==> config.mk <==
export PLATFORM = sky130hd
export DESIGN_NAME = lru_key_value_cache
export DESIGN_NICKNAME = d
export VERILOG_FILES = /design/src/hdl/lkvc_pkg.sv /design/src/hdl/lkvc_ram.sv /design/src/hdl/lkvc_rank.sv /design/src/hdl/lru_key_value_cache.sv
export SDC_FILE = /design/constraint.sdc
export NUM_CORES = 2
export LEC_CHECK = 0
export ABC_AREA = 1
export BUFFER_PORTS_ARGS = -buffer_cell sky130_fd_sc_hd__clkbuf_2
export CORE_ASPECT_RATIO = 0.7
export CORE_MARGIN = 2
export CORE_UTILIZATION = 35
export DETAILED_ROUTE_END_ITERATION = 8
export GPL_ROUTABILITY_DRIVEN = 0
export PLACE_DENSITY = 0.53
export RECOVER_POWER = 100
export SYNTH_ARGS = -nofsm -noshare
export SYNTH_HDL_FRONTEND = slang
export SYNTH_SLANG_ARGS = --single-unit
==> constraint.sdc <==
create_clock -name clk_i -period 7 [get_ports clk_i]
set_input_delay 1.4 -clock clk_i [delete_from_list [all_inputs] [get_ports clk_i]]
set_output_delay 1.4 -clock clk_i [all_outputs]
set_load 0.1 [all_outputs]
==> src/hdl/lkvc_pkg.sv <==
// Shared types and constants for the LRU key-value cache.
// No dependencies; imported by lkvc_rank, the cache top and the testbench.
package lkvc_pkg;

  localparam int unsigned DefEntries = 16;
  localparam int unsigned CapW       = 5;
  localparam int unsigned KeyW       = 32;
  localparam int unsigned ValW       = 32;

  localparam logic ActGet = 1'b0;
  localparam logic ActPut = 1'b1;

  typedef enum logic [1:0] {
    ST_IDLE,
    ST_SCAN,
    ST_UPDATE
  } state_e;

  typedef enum logic [1:0] {
    RK_NONE,
    RK_TOUCH,
    RK_INSERT,
    RK_EVICT_INSERT
  } rank_op_e;

  // Command from the sequencer to the valid/recency array.
  typedef struct packed {
    rank_op_e op;
  } rank_cmd_t;

endpackage

==> src/hdl/lkvc_ram.sv <==
// Generic single-write, single-read RAM with registered read data.
// Self-contained; used for the key and value stores.
module lkvc_ram #(
  parameter int unsigned Width = 32,
  parameter int unsigned Depth = 16,
  localparam int unsigned AddrW = (Depth > 1) ? $clog2(Depth) : 1
) (
  input  logic             clk_i,
  input  logic             we_i,
  input  logic [AddrW-1:0] waddr_i,
  input  logic [Width-1:0] wdata_i,
  input  logic [AddrW-1:0] raddr_i,
  output logic [Width-1:0] rdata_o
);

  logic [Width-1:0] mem_q [Depth];

  always_ff @(posedge clk_i) begin
    if (we_i) begin
      mem_q[waddr_i] <= wdata_i;
    end
    rdata_o <= mem_q[raddr_i];
  end

endmodule

==> src/hdl/lkvc_rank.sv <==
// Valid bits, recency ranks and fill count of the cache entries.
// Depends on lkvc_pkg for the rank command type.
module lkvc_rank #(
  parameter int unsigned Entries = lkvc_pkg::DefEntries,
  localparam int unsigned IdxW = (Entries > 1) ? $clog2(Entries) : 1,
  localparam int unsigned CntW = $clog2(Entries + 1)
) (
  input  logic                clk_i,
  input  logic                rst_ni,
  input  lkvc_pkg::rank_cmd_t cmd_i,
  input  logic [IdxW-1:0]     sel_idx_i,   // touch target or eviction victim
  input  logic [IdxW-1:0]     slot_idx_i,  // insert position
  input  logic [IdxW-1:0]     look_idx_i,
  output logic                look_valid_o,
  output logic [IdxW-1:0]     look_rank_o,
  output logic [Entries-1:0]  valid_o,
  output logic [CntW-1:0]     count_o
);
  import lkvc_pkg::*;

  logic [Entries-1:0] valid_q, valid_d;
  logic [IdxW-1:0]    rank_q [Entries];
  logic [IdxW-1:0]    rank_d [Entries];
  logic [CntW-1:0]    count_q, count_d;
  logic [IdxW-1:0]    sel_rank;

  assign sel_rank     = rank_q[sel_idx_i];
  assign look_valid_o = valid_q[look_idx_i];
  assign look_rank_o  = rank_q[look_idx_i];
  assign valid_o      = valid_q;
  assign count_o      = count_q;

  always_comb begin
    valid_d  = valid_q;
    rank_d   = rank_q;
    count_d  = count_q;
    unique case (cmd_i.op)
      RK_TOUCH: begin
        // age every entry younger than the touched one
        for (int i = 0; i < Entries; i++) begin
          if (valid_q[i] && (rank_q[i] < sel_rank)) begin
            rank_d[i] = rank_q[i] + IdxW'(1);
          end
        end
        rank_d[sel_idx_i] = '0;
      end
      RK_INSERT: begin
        for (int i = 0; i < Entries; i++) begin
          if (valid_q[i]) begin
            rank_d[i] = rank_q[i] + IdxW'(1);
          end
        end
        valid_d[slot_idx_i] = 1'b1;
        rank_d[slot_idx_i]  = '0;
        count_d             = count_q + CntW'(1);
      end
      RK_EVICT_INSERT: begin
        // victim leaves, new entry comes in: count unchanged
        for (int i = 0; i < Entries; i++) begin
          if (valid_q[i] && (IdxW'(i) != sel_idx_i)) begin
            rank_d[i] = rank_q[i] + IdxW'(1);
          end
        end
        valid_d[sel_idx_i]  = 1'b0;
        rank_d[sel_idx_i]   = '0;
        valid_d[slot_idx_i] = 1'b1;
        rank_d[slot_idx_i]  = '0;
      end
      default: begin
      end
    endcase
  end

  always_ff @(posedge clk_i or negedge rst_ni) begin
    if (!rst_ni) begin
      valid_q <= '0;
      count_q <= '0;
      for (int i = 0; i < Entries; i++) begin
        rank_q[i] <= '0;
      end
    end else begin
      valid_q <= valid_d;
      count_q <= count_d;
      rank_q  <= rank_d;
    end
  end

endmodule

==> src/hdl/lru_key_value_cache.sv <==
// Fully associative key-value cache with least-recently-used replacement.
// The scan steps through every entry, the registered RAM read running ahead of the compare,
// followed by an update step. A new item is taken only once the block is back in idle;
// the update step also waits while the output register holds a result not yet taken.
// Reset clears valid bits, ranks, count and sets capacity to Entries; key and
// value RAMs are not cleared, so no clearing pass is needed.
module lru_key_value_cache #(
  parameter int unsigned Entries = lkvc_pkg::DefEntries,
  localparam int unsigned IdxW = (Entries > 1) ? $clog2(Entries) : 1,
  localparam int unsigned CntW = $clog2(Entries + 1)
) (
  input  logic                      clk_i,
  input  logic                      rst_ni,
  input  logic                      cfg_we_i,
  input  logic [lkvc_pkg::CapW-1:0] cfg_wdata_i,    // capacity
  input  logic                      s_axis_tvalid,
  output logic                      s_axis_tready,
  input  logic [63:0]               s_axis_tdata,   // [31:0] key, [63:32] value
  input  logic [0:0]                s_axis_tuser,   // [0] action
  output logic                      m_axis_tvalid,
  input  logic                      m_axis_tready,
  output logic [31:0]               m_axis_tdata,   // [31:0] read_value
  output logic [0:0]                m_axis_tuser    // [0] hit
);
  import lkvc_pkg::*;

  localparam int unsigned CmpW = (CntW > CapW) ? CntW : CapW;

  state_e state_q, state_d;
  logic [CntW-1:0] cnt_q, cnt_d;
  logic [CntW-1:0] cnt_m1;

  logic            act_q;
  logic [KeyW-1:0] key_q;
  logic [ValW-1:0] val_in_q;

  logic [CntW-1:0] eff_cap_q, eff_cap_wr;
  logic [CmpW-1:0] cfg_ext;

  // compare unit results
  logic            hit_q, free_found_q;
  logic [IdxW-1:0] hit_idx_q, free_idx_q, victim_idx_q;
  logic [ValW-1:0] hit_val_q;

  logic            out_valid_q, out_hit_q;
  logic [ValW-1:0] out_data_q;

  logic            accept, out_free, cmp_act, do_update, full;
  logic [IdxW-1:0] cmp_idx, scan_addr, slot_idx, sel_idx;
  logic [KeyW-1:0] key_rdata;
  logic [ValW-1:0] val_rdata;
  logic            look_valid;
  logic [IdxW-1:0] look_rank;
  logic [Entries-1:0] valid_vec;
  logic [CntW-1:0] count, count_m1;
  rank_cmd_t       rank_cmd;
  logic            key_we, val_we;
  logic [IdxW-1:0] val_waddr;

  assign accept        = s_axis_tvalid && s_axis_tready;
  assign s_axis_tready = (state_q == ST_IDLE);
  assign out_free      = !out_valid_q || m_axis_tready;
  assign cnt_m1        = cnt_q - CntW'(1);
  assign cmp_idx       = cnt_m1[IdxW-1:0];
  assign cmp_act       = (state_q == ST_SCAN) && (cnt_q != '0);
  assign scan_addr     = (cnt_q < CntW'(Entries)) ? cnt_q[IdxW-1:0] : '0;
  assign count_m1      = count - CntW'(1);
  assign full          = (count >= eff_cap_q);
  assign do_update     = (state_q == ST_UPDATE) && out_free;

  // capacity 0 acts as 1, anything above Entries acts as Entries
  always_comb begin
    cfg_ext = CmpW'(cfg_wdata_i);
    if (cfg_wdata_i == '0) begin
      eff_cap_wr = CntW'(1);
    end else if (cfg_ext > CmpW'(Entries)) begin
      eff_cap_wr = CntW'(Entries);
    end else begin
      eff_cap_wr = CntW'(cfg_ext);
    end
  end

  always_ff @(posedge clk_i or negedge rst_ni) begin
    if (!rst_ni) begin
      eff_cap_q <= CntW'(Entries);
    end else if (cfg_we_i) begin
      eff_cap_q <= eff_cap_wr;
    end
  end

  // sequencer
  always_comb begin
    state_d = state_q;
    cnt_d   = cnt_q;
    unique case (state_q)
      ST_IDLE: begin
        if (accept) begin
          state_d = ST_SCAN;
          cnt_d   = '0;
        end
      end
      ST_SCAN: begin
        cnt_d = cnt_q + CntW'(1);
        if (cnt_q == CntW'(Entries)) begin
          state_d = ST_UPDATE;
        end
      end
      ST_UPDATE: begin
        if (out_free) begin
          state_d = ST_IDLE;
        end
      end
      default: state_d = ST_IDLE;
    endcase
  end

  always_ff @(posedge clk_i or negedge rst_ni) begin
    if (!rst_ni) begin
      state_q <= ST_IDLE;
      cnt_q   <= '0;
    end else begin
      state_q <= state_d;
      cnt_q   <= cnt_d;
    end
  end

  always_ff @(posedge clk_i) begin
    if (accept) begin
      act_q    <= s_axis_tuser[0];
      key_q    <= s_axis_tdata[KeyW-1:0];
      val_in_q <= s_axis_tdata[KeyW+ValW-1:KeyW];
    end
  end

  // shared key comparator, one entry per cycle
  always_ff @(posedge clk_i or negedge rst_ni) begin
    if (!rst_ni) begin
      hit_q        <= 1'b0;
      free_found_q <= 1'b0;
    end else if (accept) begin
      hit_q        <= 1'b0;
      free_found_q <= 1'b0;
    end else if (cmp_act) begin
      if (look_valid && (key_rdata == key_q) && !hit_q) begin
        hit_q <= 1'b1;
      end
      if (!look_valid && !free_found_q) begin
        free_found_q <= 1'b1;
      end
    end
  end

  always_ff @(posedge clk_i) begin
    if (cmp_act) begin
      if (look_valid && (key_rdata == key_q) && !hit_q) begin
        hit_idx_q <= cmp_idx;
        hit_val_q <= val_rdata;
      end
      if (!look_valid && !free_found_q) begin
        free_idx_q <= cmp_idx;
      end
      // least recent entry holds rank count-1
      if (look_valid && (CntW'(look_rank) == count_m1)) begin
        victim_idx_q <= cmp_idx;
      end
    end
  end

  // update decision
  always_comb begin
    rank_cmd.op = RK_NONE;
    sel_idx     = hit_idx_q;
    slot_idx    = free_idx_q;
    key_we      = 1'b0;
    val_we      = 1'b0;
    val_waddr   = free_idx_q;
    if (do_update) begin
      priority if (hit_q) begin
        rank_cmd.op = RK_TOUCH;
        val_we      = (act_q == ActPut);
        val_waddr   = hit_idx_q;
      end else if (act_q == ActPut && full) begin
        rank_cmd.op = RK_EVICT_INSERT;
        sel_idx     = victim_idx_q;
        slot_idx    = (free_found_q && (free_idx_q < victim_idx_q)) ? free_idx_q
                                                                    : victim_idx_q;
        key_we      = 1'b1;
        val_we      = 1'b1;
        val_waddr   = slot_idx;
      end else if (act_q == ActPut && free_found_q) begin
        rank_cmd.op = RK_INSERT;
        key_we      = 1'b1;
        val_we      = 1'b1;
      end else begin
      end
    end
  end

  // output register
  always_ff @(posedge clk_i or negedge rst_ni) begin
    if (!rst_ni) begin
      out_valid_q <= 1'b0;
    end else if (do_update) begin
      out_valid_q <= 1'b1;
    end else if (m_axis_tready) begin
      out_valid_q <= 1'b0;
    end
  end

  always_ff @(posedge clk_i) begin
    if (do_update) begin
      out_hit_q  <= hit_q;
      out_data_q <= (hit_q && (act_q == ActGet)) ? hit_val_q : '0;
    end
  end

  assign m_axis_tvalid   = out_valid_q;
  assign m_axis_tdata    = out_data_q;
  assign m_axis_tuser[0] = out_hit_q;

  lkvc_ram #(
    .Width (KeyW),
    .Depth (Entries)
  ) u_key_ram (
    .clk_i   (clk_i),
    .we_i    (key_we),
    .waddr_i (slot_idx),
    .wdata_i (key_q),
    .raddr_i (scan_addr),
    .rdata_o (key_rdata)
  );

  lkvc_ram #(
    .Width (ValW),
    .Depth (Entries)
  ) u_val_ram (
    .clk_i   (clk_i),
    .we_i    (val_we),
    .waddr_i (val_waddr),
    .wdata_i (val_in_q),
    .raddr_i (scan_addr),
    .rdata_o (val_rdata)
  );

  lkvc_rank #(
    .Entries (Entries)
  ) u_rank (
    .clk_i        (clk_i),
    .rst_ni       (rst_ni),
    .cmd_i        (rank_cmd),
    .sel_idx_i    (sel_idx),
    .slot_idx_i   (slot_idx),
    .look_idx_i   (cmp_idx),
    .look_valid_o (look_valid),
    .look_rank_o  (look_rank),
    .valid_o      (valid_vec),
    .count_o      (count)
  );

  // fill count tracks the number of valid entries
  a_count_matches_valid: assert property (@(posedge clk_i) disable iff (!rst_ni)
    $countones(valid_vec) == int'(count))
    else $error("entry count differs from valid bits");

  // a hit never changes the fill count
  a_hit_keeps_count: assert property (@(posedge clk_i) disable iff (!rst_ni)
    (do_update && hit_q) |=> $stable(count))
    else $error("count changed on a hit");

  // the update step always leaves a result presented and the sequencer idle
  a_result_after_update: assert property (@(posedge clk_i) disable iff (!rst_ni)
    do_update |=> (m_axis_tvalid && (state_q == ST_IDLE)))
    else $error("result not presented after update");

  // no input is taken while the scan is running
  a_no_accept_in_scan: assert property (@(posedge clk_i) disable iff (!rst_ni)
    (state_q == ST_SCAN) |-> !s_axis_tready)
    else $error("ready raised during scan");

endmodule

==> results.md <==
- Top fanout value on the critical path: 18
- Critical path data required time: 7.40 ns
- Reg-to-reg endpoint: u_key_ram.mem_q[12][3]$_DFFE_PP_
- Total leakage power: roughly 22 nW
- Setup skew after layout: 0.0378 ns
- Violated checks: max-capacitance violations, max-slew violations
- Hold-critical path depth: 0
- Chip width: around 480 um
- Per-cell via count in the routed design: 5.31
- Ratio of cells with drive above 1 in the final layout: 0.0747
- Headroom to the max-slew limit: -1.23
- Number of setup violations in the final report: 0
- Share of the core filled with cells: 0.397
- Arrival time of the worst setup path: between 6 and 7 ns
- Standard cell area after detailed placement: 59700 sq um
- Pre-CTS worst setup slack: 1.70 ns
- Input/output buffers: 109
- RSZ-0062 raised after global routing: false
- Power Dens Cells: 389 nW/um^2
- Worst-case reg-to-reg path depth: 18
- Number of synthesized register bits: 1330
- Sinks on the clock net: 1330
- Result of the run: finished with violations
- Measured slew at the worst slew-check pin: 3.34 ns
- Total overflow reported by the global router: 0
- # DRC: 0
- Hold Vio Cnt, Final: 0
- Detailed Place HPWL: between 90000 and 100000 um
- Launch point of the worst reg-to-reg path: eff_cap_q[4]$_DFFE_PN1P_
- Insertion delay of the later-clocked pin in the worst-skew pair: 0.77 ns
- DRT antenna net count: 0
- Starting utilization of the core area: 0.352
- Layout area overhead: 12.7%
- Number of iterations in the first detailed-routing pass: 5
- I/O pin count: 110
- Number of gates resized after cts: 0
- Yosys cell types: 47
- Part of the Yosys area used for sequential elements: 0.686
- Number of nets produced by synthesis: roughly 5100
- Buffer depth of the longest clock path: 3
- Global-route wire length before repair: 244000 um
- Worst IR drop on VDD: between 300 and 400 uV
- CTS tree: built
- Hold Worst Slack: 0.402 ns
- Buffers inserted by post-CTS timing repair: 0
- Clock H-tree levels: 4
- Part of the cycle the worst path needs: 0.805
- Kind of critical path: flip-flop to flip-flop
- TNS Setup: 0 ns
- Yosys synthesis warning count: 0
- Count of maximum capacitance violations: 28
- Overall die area: 165000 sq um
- Critical Path Source Type: flip-flop
- Worst setup margin: 1.36 ns
- Routed len/inst: 22.7 um
- Number of DRC violations after detailed-routing iteration 0: 4252
- Largest net degree at the start of global routing: 201
- Final std cells w/o fill: between 7000 and 8000
- Total wire length: roughly 160000 um
- Critical Path End Type: flip-flop
- Clk root buf: clkbuf_16
- Netlist area before placement: 56500 sq um
- Area of the placeable core: 161000 sq um
- Clock Pin Slew Worst Setup and Hold Paths: 0.07 ns
- Number of nets in the final layout: 5173
- Register-to-Register Setup Slack: 1.36 ns
- Number of global-route vias before repair: 36269
- Post-cts hold buffer count: 0
- Global-route usage over all layers: 0.196
- Post-Syn Instances: approximately 5000
- Final std cell area, no fill: 63700 sq um
- Row count: 123
- Count of placed standard cells including taps: 7012
- Min-Delay Endpoint: hit_val_q[12]$_DFFE_PP_
- Vias after detailed routing: 38534
- Min-delay src: u_val_ram.rdata_o[12]$_DFF_P_
- Clock period minus worst slack: 5.64 ns
- Highest clock frequency the design can meet: between 150 and 200 MHz
- Worst min-delay path class: flip-flop to flip-flop
- Mapped Avg Cell Area: 11.4 sq um
- Cts bufs inserted: around 130
- Overall power consumption: 24.8 mW
- Initial antenna violation count: 3
- Die outline height: 340 um
- Number of pins exceeding their max-slew limit in the final report: 650
==> Yosys cell counts (all sizes together) <==
| cell type | number | share of area |
|---|---|---|
| nand2 | 458 | 0.033 |
| a21o | 2 | 0.00027 |
| ha | 77 | 0.017 |
| nor2 | 1267 | 0.085 |
| nor4 | 4 | 0.00044 |
| xor2 | 36 | 0.0056 |
| clkinv | 2 | 0.00013 |
| a221oi | 4 | 0.00062 |
| dfrtp | 99 | 0.044 |
| a31oi | 4 | 0.00044 |
| o21a | 5 | 0.00066 |
| dfstp | 1 | 0.00046 |
| o22ai | 38 | 0.0042 |
| or4 | 1 | 0.00013 |
| xnor2 | 26 | 0.0040 |
| o2111ai | 2 | 0.00031 |
| inv | 287 | 0.019 |
| o211ai | 17 | 0.0023 |
| o21ai | 396 | 0.035 |
| a211oi | 16 | 0.0021 |
| or2 | 1 | 0.00011 |
| a41oi | 1 | 0.00015 |
| dfxtp | 64 | 0.023 |
| edfxtp | 1166 | 0.62 |
| a22o | 1 | 0.00015 |
| o21bai | 1 | 0.00020 |
| o311ai | 250 | 0.039 |
| nor3b | 1 | 0.00013 |
| nor3 | 4 | 0.00035 |
| clkbuf | 257 | 0.017 |
| o221ai | 1 | 0.00015 |
| nand3 | 314 | 0.028 |
| o32ai | 16 | 0.0025 |
| a21oi | 128 | 0.014 |
| nand4 | 10 | 0.0011 |
| buf | 15 | 0.0012 |
==> metal layers <==
layer,GRT usage,vias up,part of all wire
li1,-,17795,-
met1,0.306,19148,0.48
met2,0.284,1401,0.43
met3,0.0337,190,0.075
met4,0.0421,0,0.017
met5,0,-,0
==> layout make-up <==
cell class	count	area, sq um
timing repair buffer	187	986
tap	2125	2660
clock buffer	189	3770
clock inverter	53	633
antenna	6	15.0
inverter	289	1110
sequential	1330	38800
fill	15285	96800
multi-input combinational	3081	15700
==> layout by cell type, fill, tap and decap left out, types with 16 or more instances in the layout <==
cell type,instances
a211oi_1,16
a21oi_1,101
a21oi_2,27
buf_4,38
clkbuf_1,132
clkbuf_16,136
clkbuf_2,48
clkbuf_8,17
dfrtp_1,99
dfxtp_1,64
edfxtp_1,1166
ha_1,77
inv_1,280
nand2_1,423
nand2_2,24
nand3_1,313
nor2_1,1242
nor2_4,25
o211ai_1,17
o21ai_0,394
o22ai_1,38
o311ai_0,250
o32ai_1,16
xnor2_1,26
xor2_1,36
==> cells by family after synthesis <==
logic type      Yosys count  synth area share
compound gates          882             0.102
xor+xnor                 62           0.00961
fa+ha+maj                77            0.0170
buf+inv                 561            0.0374
flops                  1330             0.686
simple gates           2060             0.148
==> flip-flops by register name, indices dropped and copies added (netlist names), 4 cells and up <==
name / count
u_key_ram.mem_q: 512
u_val_ram.mem_q: 512
u_rank.rank_q: 64
hit_val_q: 32
key_q: 32
m_axis_tdata: 32
u_key_ram.rdata_o: 32
u_val_ram.rdata_o: 32
val_in_q: 32
u_rank.valid_o: 16
cnt_q: 5
eff_cap_q: 5
u_rank.count_o: 5
free_idx_q: 4
hit_idx_q: 4
victim_idx_q: 4
==> report_power, final <==
group	leakage (nW)	internal, mW	switching, mW
combinational	7.92	2.13	5.67
clock	2.13	4.10	3.13
sequential	12.4	9.20	0.588
==> worst max-delay path: stages, from the launching register on <==
cell and delay (ns):
dfstp_2 0.51, inv_1 0.05, ha_1 0.31, nand2_1 0.09, inv_1 0.04, a21oi_1 0.21
nand2_1 0.18, nand2_1 0.12, nor2_1 0.08, inv_1 0.14, nand2_1 0.06, nand3_1 0.11
o21ai_0 0.22, inv_1 0.13, nand2_1 0.08, nor2_1 0.31, inv_1 0.23, nor2_1 1.72
buf_4 0.64
==> how the worst max path moves through the flow <==
stage | from | slack, ns | to | depth (start not counted)
finish | eff_cap_q[4]$_DFFE_PN1P_ | 1.36 | u_key_ram.mem_q[12][3]$_DFFE_PP_ | 18
global route | eff_cap_q[4]$_DFFE_PN1P_ | 0.98 | u_val_ram.mem_q[6][17]$_DFFE_PP_ | 15
CTS | eff_cap_q[4]$_DFFE_PN1P_ | 2.30 | u_key_ram.mem_q[13][1]$_DFFE_PP_ | 17
detailed placement | m_axis_tready | 1.70 | u_rank.rank_q[48]$_DFFE_PN0P_ | 19
global placement | m_axis_tready | 1.89 | u_rank.rank_q[36]$_DFFE_PN0P_ | 19
floorplan | cnt_q[0]$_DFFE_PN0P_ | 1.69 | hit_idx_q[0]$_DFFE_PP_ | 13
Note: power is estimated with default switching activity, not from simulation.
